[config.mk]
export PLATFORM = sky130hd
export DESIGN_NAME = fea_ctrl
export DESIGN_NICKNAME = d
export VERILOG_FILES = /design/src/hdl/fea_pkg.sv /design/src/hdl/fea_ctrl.sv
export SDC_FILE = /design/constraint.sdc
export NUM_CORES = 1
export LEC_CHECK = 0
export ABC_AREA = 1
export BUFFER_PORTS_ARGS = -buffer_cell sky130_fd_sc_hd__buf_2
export CAP_MARGIN = 20
export CORE_AREA = 2 2 39 41
export DETAILED_ROUTE_END_ITERATION = 8
export DIE_AREA = 0 0 41 43
export GPL_ROUTABILITY_DRIVEN = 0
export PLACE_DENSITY = 0.34
export SLEW_MARGIN = 40
export SYNTH_ARGS = -nofsm -noshare
export SYNTH_HDL_FRONTEND = slang
export SYNTH_SLANG_ARGS = --single-unit
[constraint.sdc]
create_clock -name clk -period 1.98 [get_ports clk]
set_input_delay 0 -clock clk [delete_from_list [all_inputs] [get_ports clk]]
set_output_delay 0 -clock clk [all_outputs]
set_load 0.01 [all_outputs]
[src/hdl/fea_pkg.sv]
// ----------------------------------------------------------------------------
// fea_pkg
// Shared types, widths and codes for the free extent allocator.
// ----------------------------------------------------------------------------
package fea_pkg;

  localparam int EXTENT_SLOTS = 64;
  localparam int IDX_W        = $clog2(EXTENT_SLOTS);
  localparam int CNT_W        = $clog2(EXTENT_SLOTS + 1);

  localparam int OP_W    = 3;
  localparam int ST_W    = 3;
  localparam int ADDR_W  = 48;
  localparam int LEN_W   = 32;
  localparam int STAMP_W = 40;
  localparam int BSL_W   = 5;
  localparam int CHG_W   = 32;
  localparam int CIDX_W  = 1;

  localparam logic [OP_W-1:0] OP_REQUEST = 3'd0;
  localparam logic [OP_W-1:0] OP_RELEASE = 3'd1;
  localparam logic [OP_W-1:0] OP_CARVE   = 3'd2;
  localparam logic [OP_W-1:0] OP_INSERT  = 3'd3;
  localparam logic [OP_W-1:0] OP_CLEAR   = 3'd4;

  localparam logic [ST_W-1:0] ST_OK      = 3'd0;
  localparam logic [ST_W-1:0] ST_EMPTY   = 3'd1;
  localparam logic [ST_W-1:0] ST_FULL    = 3'd2;
  localparam logic [ST_W-1:0] ST_NOCOVER = 3'd3;
  localparam logic [ST_W-1:0] ST_DUP     = 3'd4;

  localparam logic [CIDX_W-1:0] CFG_BLOCK_LOG2 = 1'd0;
  localparam logic [CIDX_W-1:0] CFG_MAX_EXTENT = 1'd1;

  localparam logic [BSL_W-1:0] BSL_RESET = 5'd12;
  localparam logic [LEN_W-1:0] MAX_RESET = 32'd16777216;

  typedef struct packed {
    logic latch;
    logic scan;
    logic eval;
    logic wr1;
    logic wr2;
  } cmd_t;

  typedef struct packed {
    logic scan_done;
  } sts_t;

  typedef struct packed {
    logic [ADDR_W-1:0]  start;
    logic [LEN_W-1:0]   len;
    logic [STAMP_W-1:0] stamp;
  } ent_t;

endpackage

[src/hdl/fea_ctrl.sv]
// ----------------------------------------------------------------------------
// fea_ctrl
// Sequencer: accept, table scan, evaluate, two write steps, result strobe.
// ----------------------------------------------------------------------------
module fea_ctrl (
  input  logic          clk,
  input  logic          rst_n,
  input  logic          start,
  output logic          busy,
  output logic          out_valid,
  input  fea_pkg::sts_t sts,
  output fea_pkg::cmd_t cmd
);

  localparam logic [2:0] S_IDLE = 3'd0;
  localparam logic [2:0] S_SCAN = 3'd1;
  localparam logic [2:0] S_EVAL = 3'd2;
  localparam logic [2:0] S_WR1  = 3'd3;
  localparam logic [2:0] S_WR2  = 3'd4;
  localparam logic [2:0] S_OUT  = 3'd5;

  logic [2:0] state_r;
  logic [2:0] state_nxt;

  always_comb begin
    state_nxt = state_r;
    cmd       = '0;
    unique case (state_r)
      S_IDLE: begin
        if (start) begin
          cmd.latch = 1'b1;
          state_nxt = S_SCAN;
        end
      end
      S_SCAN: begin
        cmd.scan = 1'b1;
        if (sts.scan_done) state_nxt = S_EVAL;
      end
      S_EVAL: begin
        cmd.eval  = 1'b1;
        state_nxt = S_WR1;
      end
      S_WR1: begin
        cmd.wr1   = 1'b1;
        state_nxt = S_WR2;
      end
      S_WR2: begin
        cmd.wr2   = 1'b1;
        state_nxt = S_OUT;
      end
      S_OUT:   state_nxt = S_IDLE;
      default: state_nxt = S_IDLE;
    endcase
  end

  always_ff @(posedge clk) begin
    if (!rst_n) state_r <= S_IDLE;
    else        state_r <= state_nxt;
  end

  assign busy      = (state_r != S_IDLE);
  assign out_valid = (state_r == S_OUT);

endmodule

==> impl_metrics.env <==
export IMPL_tightest_slew_ns=0.235
export IMPL_drtPass1Iterations=4
export IMPL_postRouteAntennaNets=0
export IMPL_min_from="rst_n"
export IMPL_yosysSeqAreaShare_pct=31.4
export IMPL_clock_skew_ns=0.00172
export IMPL_antennaDiodeCount=0
export IMPL_tritoncts="done"
export IMPL_drc=0
export IMPL_finalCriticalPeriod_ns=1.03
export IMPL_fp_dieArea_sq_um=1760
export IMPL_powerDensity_nw_per_um2=865
export IMPL_multi_input_area_sq_um=105
export IMPL_syn_to_final_growth_pct=50.3
export IMPL_grt_max_degree=8
export IMPL_antenna_found_initial=0
export IMPL_num_vias=221
export IMPL_layout_drive_gt1_share_pct=44.4
export IMPL_core_area_sq_um=1380
export IMPL_finalInstanceArea_sq_um=288
export IMPL_outcome="complete, no violations"
export IMPL_top_regs="state_r: 3 flops"
export IMPL_start_util_pct=13.8
export IMPL_groute_layer_met2_usage_pct=7.50
export IMPL_drv_slew=0
export IMPL_grt_setup_unrepaired="no"
export IMPL_io_buffers=10
export IMPL_cts_root_buffer="clkbuf_4"
export IMPL_crit_start="state_r[0]"
export IMPL_syn_area_sq_um=191
export IMPL_synth_top_cell_by_area="dfxtp_1"
export IMPL_postCtsSetupBuffers=0
export IMPL_nets=50
export IMPL_crit_fanout=7
export IMPL_register_area_sq_um=60.1
export IMPL_gr_total_overflow=0
export IMPL_max_freq_ghz=0.968
export IMPL_r2r_start="state_r[0]"
export IMPL_cap_violations=0
export IMPL_fp_dieW_um=41
export IMPL_grt_pass1_vias=182
export IMPL_cts_resized=0
export IMPL_routed_wl_um=431
export IMPL_syn_inst=31
export IMPL_finalHoldViolations=0
export IMPL_cp_arrival_ns=1.03
export IMPL_slew_headroom_pct=84.3
export IMPL_setup_viol_count_final=0
export IMPL_grt_usage_pct=6.41
export IMPL_htreeDepth=1
export IMPL_critPathKind="flop to output pin"
export IMPL_grt_pass1_wl_um=696
export IMPL_setup_tns_final_ns=0
export IMPL_clk_pin_slew_ns=0.04
export IMPL_cts_buffers=3
export IMPL_via_per_inst=3.62
export IMPL_largest_reg_flops=3
export IMPL_synth_avg_cell_area_sq_um=6.18
export IMPL_regMostFlops="state_r"
export IMPL_dpl_cell_area_sq_um=262
export IMPL_end_kind="output pin"
export IMPL_startpoint_type="flop"
export IMPL_ys_types=11
export IMPL_hpwl_um=368
export IMPL_drt_iter0_markers=4
export IMPL_cts_hold_buf=0
export IMPL_ioPinCount=11
export IMPL_fp_row_count=14
export IMPL_cts_sinks=3
export IMPL_hold_class="primary input to flop"
export IMPL_clkLatencyLatePin_ns=0.23
export IMPL_leakage_uw=0.000162
export IMPL_fillers=178
export IMPL_cts_buffer_depth=2
export IMPL_yosys_warnings=0
export IMPL_ys_ff_latch=3
export IMPL_wire_per_inst_um=7.07
export IMPL_use_met3_pct=3.14
export IMPL_dieHeight_um=43
export IMPL_synthTopCellsByArea="dfxtp_1, nor2_2, inv_1"
export IMPL_critPathRequiredTime_ns=1.98
export IMPL_use_met1_pct=7.03
export IMPL_top_usage_layer="met4"
export IMPL_finalCritPeriodShare_pct=52.2
export IMPL_synth_nets=35
export IMPL_synth_top_area_share_pct=31.4
export IMPL_irDropWorstVdd_uv=228
[synthesized netlist by cell type]
cell and n:
a21oi_1 2, dfxtp_1 3, inv_1 5, inv_2 2
nand2_1 4, nand3_1 3, nand4_1 1, nor2_1 5
nor2_2 4, nor3_1 1, nor3_2 1
[stage by stage]
stage                     setup slack (ns)  hold WS (ns)  cells  power (uW)  util, %
after floorplan                       1.13         0.109     31         124        -
after global placement                1.03         0.275     57         148     18.9
after detailed placement              1.03         0.281     57         147     18.9
after CTS                            0.926        0.0339     61         258     20.8
after global routing                 0.845        0.0693     61         275     20.8
final                                0.947        0.0343     61         249     20.8
[cell families (layout without fill, tap and decap cells)]
logic type / count (synthesis) / count (layout) / share of synthesized area (%)
simple gates: 19 / 19 / 49.7
flops: 3 / 3 / 31.4
compound gates: 2 / 2 / 5.23
buf+inv: 7 / 21 / 13.7
[cell type report]
class | instances | area share (%)
Multi-Input combinational cell | 21 | 36.5
Sequential cell | 3 | 20.9
Timing Repair Buffer | 10 | 17.4
Clock buffer | 4 | 9.13
Inverter | 7 | 9.13
Tap cell | 16 | 6.96
[final timing paths]
check / end / slack (ns) / depth (start not counted)
max: cmd[4] / 0.95 / 4
min: state_r[2] / 0.03 / 3
min reg2reg: state_r[2] / 0.62 / 3
max reg2reg: state_r[0] / 1.04 / 4
[critical path, cell delays in order, from the launching register on]
cell and delay [ns]:
dfxtp_1 0.36, nor2_2 0.16, nand2_1 0.08, nor2_1 0.08, buf_2 0.13
[placed cells by master, fill, tap and decap left out]
master,synthesis,routed
clkbuf_1,0,1
buf_2,0,10
clkbuf_4,0,3
inv_2,2,2
inv_1,5,5
nand2_1,4,4
nor2_1,5,5
nand4_1,1,1
nor2_2,4,4
nand3_1,3,3
nor3_2,1,1
a21oi_1,2,2
dfxtp_1,3,3
nor3_1,1,1
[report_power, final]
group	switching, uW	internal, uW
registers	8.96	67.0
logic	40.7	27.9
clock network	29.2	75.3
total	78.8	170
[layer usage]
metal | up-vias | routed length, um
li1 | 124 | -
met1 | 90 | 190
met2 | 7 | 200
met3 | 0 | 40
met4 | 0 | 0
met5 | - | 0
Note: power is estimated with default switching activity, not from simulation.
